## config.mk

```make
export PLATFORM = sky130hd
export DESIGN_NAME = searchable_fifo_queue
export DESIGN_NICKNAME = d
export VERILOG_FILES = /design/src/rtl/core/sfq_pkg.sv /design/src/rtl/core/sfq_cell.sv /design/src/rtl/core/sfq_first_hit.sv /design/src/rtl/core/searchable_fifo_queue.sv
export SDC_FILE = /design/constraint.sdc
export NUM_CORES = 1
export LEC_CHECK = 0
export ABC_AREA = 0
export BUFFER_PORTS_ARGS = -buffer_cell sky130_fd_sc_hd__buf_2
export CELL_PAD_IN_SITES_DETAIL_PLACEMENT = 0
export CELL_PAD_IN_SITES_GLOBAL_PLACEMENT = 2
export CORE_MARGIN = 2
export CORE_UTILIZATION = 47
export CTS_CLUSTER_SIZE = 25
export DETAILED_ROUTE_END_ITERATION = 7
export PLACE_DENSITY_LB_ADDON = 0.08
export SKIP_LAST_GASP = 1
export SYNTH_ARGS = -nofsm -noshare
export SYNTH_HDL_FRONTEND = slang
export SYNTH_HIERARCHICAL = 1
export SYNTH_SLANG_ARGS = --single-unit
```

## constraint.sdc

```tcl
create_clock -name clock -period 5 [get_ports clock]
set_input_delay 1 -clock clock [delete_from_list [all_inputs] [get_ports clock]]
set_output_delay 1 -clock clock [all_outputs]
set_load 0.05 [all_outputs]
```

## src/rtl/core/sfq_pkg.sv

```systemverilog
`timescale 1ns / 1ps
// -----------------------------------------------------------------------------
// sfq_pkg
// Shared sizes, codes and types of the searchable queue.
// -----------------------------------------------------------------------------
package sfq_pkg;

   localparam int QUEUE_DEPTH = 16;
   localparam int IDX_W       = $clog2(QUEUE_DEPTH);
   localparam int COUNT_W     = $clog2(QUEUE_DEPTH + 1);
   localparam int DATA_W      = 32;
   localparam int POS_W       = 5;

   typedef enum logic [1:0] {
      REQ_ENQUEUE = 2'd0,
      REQ_DEQUEUE = 2'd1,
      REQ_SEARCH  = 2'd2,
      REQ_NOP     = 2'd3
   } req_kind_type;

   typedef enum logic [1:0] {
      STS_OK    = 2'd0,
      STS_EMPTY = 2'd1,
      STS_FULL  = 2'd2,
      STS_RSVD  = 2'd3
   } status_type;

   // broadcast to every cell
   typedef struct packed {
      logic shift;    // move toward head (dequeue)
      logic compare;  // capture match flag (search)
   } cell_ctrl_type;

endpackage

```

## src/rtl/core/sfq_cell.sv

```systemverilog
`timescale 1ns / 1ps
// -----------------------------------------------------------------------------
// sfq_cell
// One queue slot: holds a value, shifts toward the head, compares to a key.
// -----------------------------------------------------------------------------
module sfq_cell (
   input  logic                               clock,
   input  sfq_pkg::cell_ctrl_type             ctrl_i,
   input  logic                               load_i,
   input  logic                               occupied_i,
   input  logic signed [sfq_pkg::DATA_W-1:0]  load_value_i,
   input  logic signed [sfq_pkg::DATA_W-1:0]  next_value_i,
   input  logic signed [sfq_pkg::DATA_W-1:0]  key_i,
   output logic signed [sfq_pkg::DATA_W-1:0]  value_o,
   output logic                               hit_o
);

   logic signed [sfq_pkg::DATA_W-1:0] value_ff;
   logic                              hit_ff;

   always_ff @(posedge clock) begin
      if (load_i) begin
         value_ff <= load_value_i;
      end else if (ctrl_i.shift) begin
         value_ff <= next_value_i;
      end
      if (ctrl_i.compare) begin
         hit_ff <= occupied_i && (value_ff == key_i);
      end
   end

   assign value_o = value_ff;
   assign hit_o   = hit_ff;

endmodule

```

## src/rtl/core/sfq_first_hit.sv

```systemverilog
`timescale 1ns / 1ps
// -----------------------------------------------------------------------------
// sfq_first_hit
// Finds the match flag nearest the head and turns it into a 1-based position.
// -----------------------------------------------------------------------------
module sfq_first_hit (
   input  logic [sfq_pkg::QUEUE_DEPTH-1:0] hit_i,
   output logic                            found_o,
   output logic [sfq_pkg::POS_W-1:0]       position_o
);

   logic [sfq_pkg::IDX_W-1:0] first_idx;
   logic [31:0]               pos_wide;

   // lowest index wins: scan down so the head-most hit is written last
   always_comb begin
      first_idx = '0;
      for (int i = sfq_pkg::QUEUE_DEPTH - 1; i >= 0; i--) begin
         if (hit_i[i]) begin
            first_idx = sfq_pkg::IDX_W'(i);
         end
      end
   end

   assign pos_wide   = 32'(first_idx) + 32'd1;
   assign found_o    = |hit_i;
   assign position_o = found_o ? pos_wide[sfq_pkg::POS_W-1:0] : '0;

endmodule

```

## src/rtl/core/searchable_fifo_queue.sv

```systemverilog
`timescale 1ns / 1ps
// -----------------------------------------------------------------------------
// searchable_fifo_queue
// Bounded FIFO of signed 32-bit values with search for the oldest match.
// -----------------------------------------------------------------------------
// Flow: the accepting edge captures the request and the per-cell match flags;
//   the resolve state turns the flags into the first-match position and
//   registers the result. busy holds off a new request until then.
// Reset: synchronous, active high; queue empty, no result pending.
// The result strobe lasts one cycle; the receiver cannot stall it.
// -----------------------------------------------------------------------------
module searchable_fifo_queue (
   input  logic                               clock,
   input  logic                               reset,
   input  logic                               start,
   output logic                               busy,
   input  logic [1:0]                         req_type,
   input  logic signed [sfq_pkg::DATA_W-1:0]  req_value,
   output logic                               rsp_valid,
   output logic [1:0]                         rsp_status,
   output logic signed [sfq_pkg::DATA_W-1:0]  rsp_data_out,
   output logic                               rsp_found,
   output logic [sfq_pkg::POS_W-1:0]          rsp_position
);

   localparam int DEPTH = sfq_pkg::QUEUE_DEPTH;

   typedef enum logic {
      ST_IDLE,
      ST_RESOLVE
   } state_type;

   // ---------------------------------------------------------------------
   // Control and occupancy
   // ---------------------------------------------------------------------
   state_type                     state_ff;
   logic                          busy_ff;
   logic                          rsp_valid_ff;
   logic [sfq_pkg::COUNT_W-1:0]   count_ff;
   logic [sfq_pkg::COUNT_W-1:0]   count_in;

   // request captured at the transfer, finished in the resolve cycle
   sfq_pkg::req_kind_type         op_ff;
   sfq_pkg::status_type           status_ff;
   logic signed [sfq_pkg::DATA_W-1:0] deq_data_ff;

   // result registers
   logic [1:0]                        rsp_status_ff;
   logic signed [sfq_pkg::DATA_W-1:0] rsp_data_ff;
   logic                              rsp_found_ff;
   logic [sfq_pkg::POS_W-1:0]         rsp_position_ff;

   logic                   accept;
   sfq_pkg::req_kind_type  kind;
   logic                   is_full;
   logic                   is_empty;
   logic                   do_enq;
   logic                   do_deq;
   sfq_pkg::status_type    status_in;
   sfq_pkg::cell_ctrl_type cell_ctrl;

   assign accept   = start && !busy_ff;
   assign kind     = sfq_pkg::req_kind_type'(req_type);
   assign is_full  = (count_ff == sfq_pkg::COUNT_W'(DEPTH));
   assign is_empty = (count_ff == '0);
   assign do_enq   = accept && (kind == sfq_pkg::REQ_ENQUEUE) && !is_full;
   assign do_deq   = accept && (kind == sfq_pkg::REQ_DEQUEUE) && !is_empty;

   assign cell_ctrl.shift   = do_deq;
   assign cell_ctrl.compare = accept && (kind == sfq_pkg::REQ_SEARCH);

   always_comb begin
      count_in = count_ff;
      if (do_enq) begin
         count_in = count_ff + 1'b1;
      end else if (do_deq) begin
         count_in = count_ff - 1'b1;
      end
   end

   always_comb begin
      status_in = sfq_pkg::STS_OK;
      if (kind == sfq_pkg::REQ_ENQUEUE && is_full) begin
         status_in = sfq_pkg::STS_FULL;
      end else if (kind == sfq_pkg::REQ_DEQUEUE && is_empty) begin
         status_in = sfq_pkg::STS_EMPTY;
      end
   end

   // ---------------------------------------------------------------------
   // Cell chain: cell 0 is the head; an enqueue loads the cell at index count.
   // A dequeue shifts every cell one place toward the head.
   // ---------------------------------------------------------------------
   logic signed [sfq_pkg::DATA_W-1:0] cell_value [DEPTH];
   logic [DEPTH-1:0]                  cell_hit;

   for (genvar g = 0; g < DEPTH; g++) begin : g_cell
      logic                              occupied;
      logic                              load;
      logic signed [sfq_pkg::DATA_W-1:0] next_value;

      assign occupied = (sfq_pkg::COUNT_W'(g) < count_ff);
      assign load     = do_enq && (count_ff == sfq_pkg::COUNT_W'(g));

      if (g == DEPTH - 1) begin : g_last
         assign next_value = '0;
      end else begin : g_mid
         assign next_value = cell_value[g+1];
      end

      sfq_cell u_cell (
         .clock        (clock),
         .ctrl_i       (cell_ctrl),
         .load_i       (load),
         .occupied_i   (occupied),
         .load_value_i (req_value),
         .next_value_i (next_value),
         .key_i        (req_value),
         .value_o      (cell_value[g]),
         .hit_o        (cell_hit[g])
      );
   end

   // first match over the registered hit flags
   logic                    first_found;
   logic [sfq_pkg::POS_W-1:0] first_pos;

   sfq_first_hit u_first_hit (
      .hit_i      (cell_hit),
      .found_o    (first_found),
      .position_o (first_pos)
   );

   // ---------------------------------------------------------------------
   // Sequencer: state, occupancy and strobe
   // ---------------------------------------------------------------------
   always_ff @(posedge clock) begin
      if (reset) begin
         state_ff     <= ST_IDLE;
         busy_ff      <= 1'b0;
         rsp_valid_ff <= 1'b0;
         count_ff     <= '0;
      end else begin
         count_ff     <= count_in;
         rsp_valid_ff <= 1'b0;
         unique case (state_ff)
            ST_IDLE: begin
               if (accept) begin
                  state_ff <= ST_RESOLVE;
                  busy_ff  <= 1'b1;
               end
            end
            ST_RESOLVE: begin
               state_ff     <= ST_IDLE;
               busy_ff      <= 1'b0;
               rsp_valid_ff <= 1'b1;
            end
            default: begin
               state_ff <= ST_IDLE;
               busy_ff  <= 1'b0;
            end
         endcase
      end
   end

   // payload: captured at the transfer, result built in the resolve cycle
   always_ff @(posedge clock) begin
      if (accept) begin
         op_ff       <= kind;
         status_ff   <= status_in;
         deq_data_ff <= do_deq ? cell_value[0] : '0;
      end
      if (state_ff == ST_RESOLVE) begin
         rsp_status_ff <= status_ff;
         rsp_data_ff   <= deq_data_ff;
         if (op_ff == sfq_pkg::REQ_SEARCH) begin
            rsp_found_ff    <= first_found;
            rsp_position_ff <= first_pos;
         end else begin
            rsp_found_ff    <= 1'b0;
            rsp_position_ff <= '0;
         end
      end
   end

   assign busy         = busy_ff;
   assign rsp_valid    = rsp_valid_ff;
   assign rsp_status   = rsp_status_ff;
   assign rsp_data_out = rsp_data_ff;
   assign rsp_found    = rsp_found_ff;
   assign rsp_position = rsp_position_ff;

endmodule

```

Yosys cells after proc, flatten, opt, wreduce, memory -nomap -nowiden
Cells that the tools add are included.
- word-level logic and storage cells: 219
- output and inout port bits: 42
- flip-flop bits (word level): 612
- reductions and logical operators: 64
- add/sub/neg operators: 3
- mux-type cells: 56
- eq/ne operators: 36
- order comparisons: 16
- bitwise gates (word level): 1
- operators by type and width (operator ; number):
    $mux W32 ; 32
    $eq A32 B32 Y1 ; 16
    $mux W4 ; 16
    $eq A5 B4 Y1 const B ; 8
    $logic_and A1 B1 Y1 ; 40
    $lt A4 B5 Y1 const A ; 8
    $reduce_bool A2 Y1 ; 17
    $eq A5 B3 Y1 const B ; 4
    $lt A3 B5 Y1 const A ; 4
    $reduce_or A16 Y1 ; 1
    $eq A5 B2 Y1 const B ; 2
    $lt A1 B5 Y1 const A ; 2
    $lt A2 B5 Y1 const A ; 2
    $mux W5 ; 2
    $add A4 B1 Y5 const B ; 1
    $add A5 B1 Y5 const B ; 1
    $eq A5 B1 Y1 const B ; 1
    $eq A5 B5 Y1 const B ; 1
    $logic_not A5 Y1 ; 1
    $sub A5 B1 Y5 const B ; 1
    $eq A2 B2 Y1 const B ; 2
    $mux W1 ; 4
    $pmux W1 S2 ; 2
    $logic_not A1 Y1 ; 3
    other kinds (5) ; 5

Longest topological paths before layout
Gate-level depths: netlist of the first run.
- word-level depth: 17
- gate-level depth with buffers: 10
- mapped depth without buffers: 8

Cells and area by module
Netlist of the first run, hierarchy kept.
- by module, submodules not included (module ; instances ; seq. area each (um^2) ; area each (um^2) ; cells an instance):
    sfq_cell ; 16 ; 991.0 ; 1732.9 ; 114
    searchable_fifo_queue ; 1 ; 2442.3 ; 3422.0 ; 243
    sfq_first_hit ; 1 ; 0.0 ; 284.0 ; 45

Worst setup path after synthesis of the first run
No wires, ideal clock.
- kind: input to register
- from: input start
- to: register g_cell[7].u_cell.value_ff (netlist bit g_cell[7].u_cell/value_o[0]) (enable)
- buffers on the path: 2
- setup slack: 635 ps
- stages on the path: 6
- required time: 4625 ps
- data arrival time: 3990 ps
- library setup time: 375 ps
- cell sequence: nor2b_1 nor3b_1 and4_1 buf_2 buf_2 or2_2
- longest elaborated chain between the ends: 5
- ends and longest elaborated chain (item ; RTL line ; text):
    start, declared ; searchable_fifo_queue.sv:15 ; input logic start,
    $logic_and A1 B1 Y1 ; searchable_fifo_queue.sv:62 ; assign accept = start && !busy_ff;
    $logic_and A1 B1 Y1 (2 in series) ; searchable_fifo_queue.sv:66 ; assign do_enq = accept && (kind == sfq_pkg::REQ_ENQUEUE) && !is_full;
    $logic_and A1 B1 Y1 ; searchable_fifo_queue.sv:103 ; assign load = do_enq && (count_ff == sfq_pkg::COUNT_W'(g));
    net g_cell[7].load ; searchable_fifo_queue.sv:99 ; logic load;
    $reduce_bool A2 Y1 (no source line) ; - ;
    end signal, assigned ; sfq_cell.sv:23 ; value_ff <= load_value_i;
    end signal, assigned ; sfq_cell.sv:25 ; value_ff <= next_value_i;
    end, declared ; sfq_cell.sv:18 ; logic signed [sfq_pkg::DATA_W-1:0] value_ff;
The timed path passes the listed nets, and every way through them passes these cells.
A chain may end at the register's enable or synchronous reset.

Final worst setup path of the first run
- from: input req_type[0]
- to: register g_cell[13].u_cell.value_ff (netlist bit g_cell[13].u_cell/value_o[12]) (enable)
- longest elaborated chain between the ends: 5
- ends and longest elaborated chain (item ; RTL line ; text):
    start, declared ; searchable_fifo_queue.sv:17 ; input logic [1:0] req_type,
    $logic_not A2 Y1 ; searchable_fifo_queue.sv:66 ;
    $logic_and A1 B1 Y1 (2 in series) ; searchable_fifo_queue.sv:66 ;
    $logic_and A1 B1 Y1 ; searchable_fifo_queue.sv:103 ;
    net g_cell[13].load ; searchable_fifo_queue.sv:99 ;
    $reduce_bool A2 Y1 (no source line) ; - ;
    end signal, assigned ; sfq_cell.sv:23 ;
    end signal, assigned ; sfq_cell.sv:25 ;
    end, declared ; sfq_cell.sv:18 ;
The timed path passes the listed nets, and every way through them passes these cells.

==> results of run 1 <==
[stage by stage]
step	power, W	util (%)	std cells	hold WS [ps]	setup WS, ps
floorplan	0.00624	-	2143	400	635
global placement	0.00653	49.7	3024	405	811
finish	0.0118	53.3	3155	419	1420
global route	0.0121	53.3	3155	424	1320
CTS	0.0119	53.3	3155	422	1430
detailed placement	0.00654	49.7	3024	405	788
[power by group]
part           switching (W)  internal, W
sequential         0.0000675      0.00571
clock                0.00210      0.00322
combinational       0.000440     0.000217
[critical path: stages]
cell     delay [ps]
buf_2           190
or4b_1          710
nor3b_2         420
nand2_1         210
nor2_4          490
or2_2           760
[layout make-up]
class	count	area, um^2	area share, %
timing repair buffer	97	533	1.51
tap	864	1080	3.07
clock buffer	95	1950	5.55
clock inverter	36	422	1.20
inverter	7	26.3	0.0747
sequential	612	18300	52.0
multi-input combinational	1444	12900	36.6
[flip-flops by register name (all words and copies together), names as in the netlist]
| register | flops |
|---|---|
| rsp_status | 2 |
| status_ff | 2 |
| count_ff | 5 |
| busy | 1 |
| deq_data_ff | 32 |
| op_ff | 2 |
| rsp_valid | 1 |
| g_cell.u_cell/value_o | 512 |
| g_cell.u_cell/hit_o | 16 |
| rsp_found | 1 |
| rsp_position | 5 |
| rsp_data_out | 32 |
| state_ff | 1 |
[final timing paths]
| check | startpoint | to | slack (ps) | cells past startpoint |
|---|---|---|---|---|
| worst max-delay path | req_type[0] | g_cell[13].u_cell/value_o[12] | 1420 | 6 |
| worst min-delay path | deq_data_ff[16] | rsp_data_out[16] | 420 | 0 |
| worst max register to register | busy | g_cell[13].u_cell/value_o[12] | 1630 | 5 |
| worst min register to register | deq_data_ff[16] | rsp_data_out[16] | 420 | 0 |
[logic make-up after synthesis]
kind of cell    count (synthesis)
other cells                     1
buf+inv                        87
simple gates                  340
flops                         612
compound gates                 36
mux                           515
fa+ha+maj                       6
xor+xnor                      515
[cell usage in the layout (no fill, tap or decap), types with 23 or more instances in the layout]
cell type  count
and2_1        42
xor2_1       497
nor3_1        23
conb_1        32
edfxtp_1     604
clkbuf_16     75
buf_2         78
mux2_2       512
nand3_1       35
nor4_1       115
[routing by layer]
metal	vias to the layer above	GRT usage [%]
li1	8119	-
met1	8594	24.1
met2	244	35.8
met3	117	3.19
met4	0	7.28
met5	-	0
==> impl_metrics.toml, run 1 <==
[die]
fp.dieW_um = 263
initial_core_util_pct = 47.6
dieArea_um2 = 69000
ios = 79
core_um2 = 66000
die_y_um = 263
row_count = 94

[routing]
first_pass_iters = 5
vias = 17100
viasPerCell = 5.41
drc = 0
met1Wirelength_um = 28600
route.met3.wl_um = 1980
routedWlPerCell_um = 21.8
totalWireLength_um = 68600
met2_wirelength_um = 35700
detail-route-antenna-nets = 0
routed.top_layer = "met4"
drt_iter0_drc = 870

[hold_path]
hp-class = "reg2reg"

[yosys]
yosysWarnings = 6
synth.area.top_cells = "edfxtp_1 (58%), mux2_2 (18%), xor2_1 (14%)"
synthMuxAreaShare_pct = 18.4
synth_edf_count = 604
synthMostInstantiatedCell = "edfxtp_1"
synth_seq_cells = 612
synthAdderAreaFrac_pct = 0.239
synth_cell_types = 53
yosys.area.top_type = "edfxtp_1"
synthCells = 2112
synth_top_area_share_pct = 57.7
synth_compound_area_share_pct = 0.792
synth_xor_area_share_pct = 14.3
ys_seq_area_share_pct = 58.2
synthArstFlopShare_pct = 0
synth_top_family_by_area = "multiplexers"
synth_ff_type = "edfxtp_1"
synth.avg_cell_area_um2 = 14.9
synthTopCellsByCount = "edfxtp_1 (604), mux2_2 (512), xor2_1 (497), nor4_1 (116), buf_2 (65)"
yosys.area_share.simple_pct = 6.61
netlist_area_um2 = 31400

[sta]
finClkSkew_ps = 23.3
rsz0062_at_grt = "false"
worstMarginPinSlew_ps = 1020
drv_slew = 0
final-setup-viol-count = 0
fin_tns_setup_ps = 0
hold_viol_final = 0
relSlewSlack_pct = 31.8
fin_crit_sh_pct = 71.6
fmax_ghz = 0.279
min_period_ps = 3580

[critical_path]
crit_required_ps = 5220
end_kind = "flop"
startpoint_type = "input port"
crit_type = "in2reg"
worstPathArrival_ps = 3800
worst-path-max-fanout = 32

[clocking]
post_cts_buffers = 0
cts.repair.resized = 0
cts.sinks = 612
cts_hold_buf = 0
clockBufferDepth = 3
htreeDepth = 3
clk_latency_ps = 610
cts_buffers = 73
path_clk_slew_ps = 60
clock-root-buffer = "clkbuf_16"
cts_tree = "yes"

[finish]
area_growth_pct = 11.9
fill_cells = 5447
final_nets = 2278
fin_area_um2 = 35200
diodes = 0
drive_gt1_share_pct = 33.4

[global_routing]
grtUsageTotal_pct = 19.9
grt_pass1_wl_um = 107000
grt_pass1_vias = 18300
grt_overflow = 0
grt_max_degree = 52
antenna_found_initial = 4

[placement]
place_area_um2 = 32800
dp_hpwl_um = 47200
gp_congestion = 0.766
portBuffers = 78

[run_status]
status = "complete, no violations"

[power]
power.leakage_nw = 11.9
power_density_nw_per_um2 = 334
peakVddDrop_mv = 0.254

[run]
cap_violations = 0
(Power assumes the default switching activity.)
==> run 2, diff against run 1 <==
CORE_UTILIZATION = 42   (was 47)
clock period = 2.9 ns   (was 5 ns; I/O delays follow)
==> impl_metrics.toml, run 2 (same netlist as run 1, synthesis figures left out) <==
[routing]
drc = 0
drt_iter0_drc = 946
totalWireLength_um = 70100
vias = 17200
routedWlPerCell_um = 20.9
detail-route-antenna-nets = 0
first_pass_iters = 5
viasPerCell = 5.13

[power]
clock_power_share_pct = 44.0
p_sw_share_pct = 22.7
power_frac_seq_pct = 49.4
peakVddDrop_mv = 0.388
p_sw_w = 0.00456
power_density_nw_per_um2 = 546
power.leakage_nw = 12.6
p_comb_share_pct = 6.6
intPower_w = 0.0156

[clocking]
path_clk_slew_ps = 60
cts.sinks = 612
cts.repair.resized = 0
post_cts_buffers = 0
clk_latency_ps = 620
htreeDepth = 3
clock-root-buffer = "clkbuf_16"
clockBufferDepth = 3
cts_tree = "yes"
cts_hold_buf = 0
cts_buffers = 71

[global_routing]
grt_overflow = 0
grt_max_degree = 44
grt_pass1_wl_um = 110000
grt_pass1_vias = 18800
grtUsageTotal_pct = 18.5
antenna_found_initial = 3

[critical_path]
crit_type = "reg2reg"
r2r_cells = 8
end_kind = "flop"
worstPathArrival_ps = 3090
startpoint_type = "flop"
worst-path-max-fanout = 33
crit_required_ps = 3250

[finish]
fill_cells = 6443
layout_common_cells = "edfxtp_1 (604), mux2_2 (512), xor2_1 (497)"
area_growth_pct = 17.3
diodes = 0
drive_gt1_share_pct = 35.9
final_cells = 3353
final_core_util_pct = 49.6
final_nets = 2372
largest_reg_flops = 512
layout_commonest_cell = "edfxtp_1"

[hold_path]
whs_path_depth = 2
hp-class = "in2reg"

[placement]
dp_hpwl_um = 50700
gp_congestion = 0.778
dp_cells = 3225
portBuffers = 78

[sta]
rsz0062_at_grt = "false"
final-setup-viol-count = 0
min_period_ps = 2740
fin_crit_sh_pct = 94.6
drv_slew = 0
hold_viol_final = 0
finClkSkew_ps = 28.0
worstMarginPinSlew_ps = 1020
fmax_ghz = 0.364
relSlewSlack_pct = 32.3

[die]
core_um2 = 74300
die_y_um = 278
ios = 79
dieArea_um2 = 77000
row_count = 100
fp.dieW_um = 278
initial_core_util_pct = 42.3

[run]
cap_violations = 0

[run_status]
status = "complete, no violations"
[run 2: changes by cell type in the layout (fill, tap and decap cells not counted), moves of 6 or more]
cell	previous run	this run
buf_12	0	71
buf_4	19	44
clkinv_1	5	14
clkbuf_1	20	13
or2_2	18	12
or2_4	0	6
[run 2: power by group through the flow]
stage / combinational, W / clock, W / sequential (W)
6_report: 0.00133 / 0.00886 / 0.00994
5_1_grt: 0.00145 / 0.00948 / 0.00996
4_1_cts: 0.00134 / 0.00912 / 0.00994
3_5_place_dp: 0.00134 / 0 / 0.0101
3_3_place_gp: 0.00132 / 0 / 0.0101
2_1_floorplan: 0.000585 / 0 / 0.0102
[run 2: worst max-delay path, stage by stage, from the launching register on]
cell      delay [ps]
dfxtp_1          310
inv_1            130
ha_1             340
nor4bb_1         580
nor2_1           160
and3_1           230
buf_12           170
or2_2            370
buf_12           170
[run 2: routing by layer]
metal / GRT usage (%) / part of all wire, %
met1: 22.4 / 41
met2: 33.4 / 52
met3: 2.93 / 3.0
met4: 6.26 / 3.3
met5: 0 / 0
[run 2: final cells by class]
type                       instances  area (um^2)  share of cell area (%)
multi-input combinational       1444        12900                    35.0
inverter                           7         26.3                  0.0712
tap                              969         1210                    3.29
clock buffer                      85         1850                    5.02
timing repair buffer             193         2140                    5.81
clock inverter                    43          455                    1.23
sequential                       612        18300                    49.6
[run 2: through the flow]
| stage | total power [W] | hold WS, ps | instance area, um^2 | TNS, ps | worst slack, ps |
|---|---|---|---|---|---|
| floorplan | 0.0108 | 400 | 31600 | -5750 | -20.6 |
| global placement | 0.0114 | 404 | 34600 | -9080 | -66.5 |
| detailed placement | 0.0115 | 405 | 34600 | -7910 | -90.3 |
| CTS | 0.0204 | 218 | 36900 | 0 | 169 |
| global route | 0.0209 | 238 | 36900 | 0 | 32.5 |
| finish | 0.0201 | 263 | 36900 | 0 | 155 |
[run 2: worst paths after layout]
kind,start,slack (ps),to
setup / recovery,count_ff[1],160,g_cell[2].u_cell/value_o[24]
hold / removal,reset,260,count_ff[3]
setup reg to reg,count_ff[1],160,g_cell[2].u_cell/value_o[24]
hold reg to reg,deq_data_ff[30],410,rsp_data_out[30]
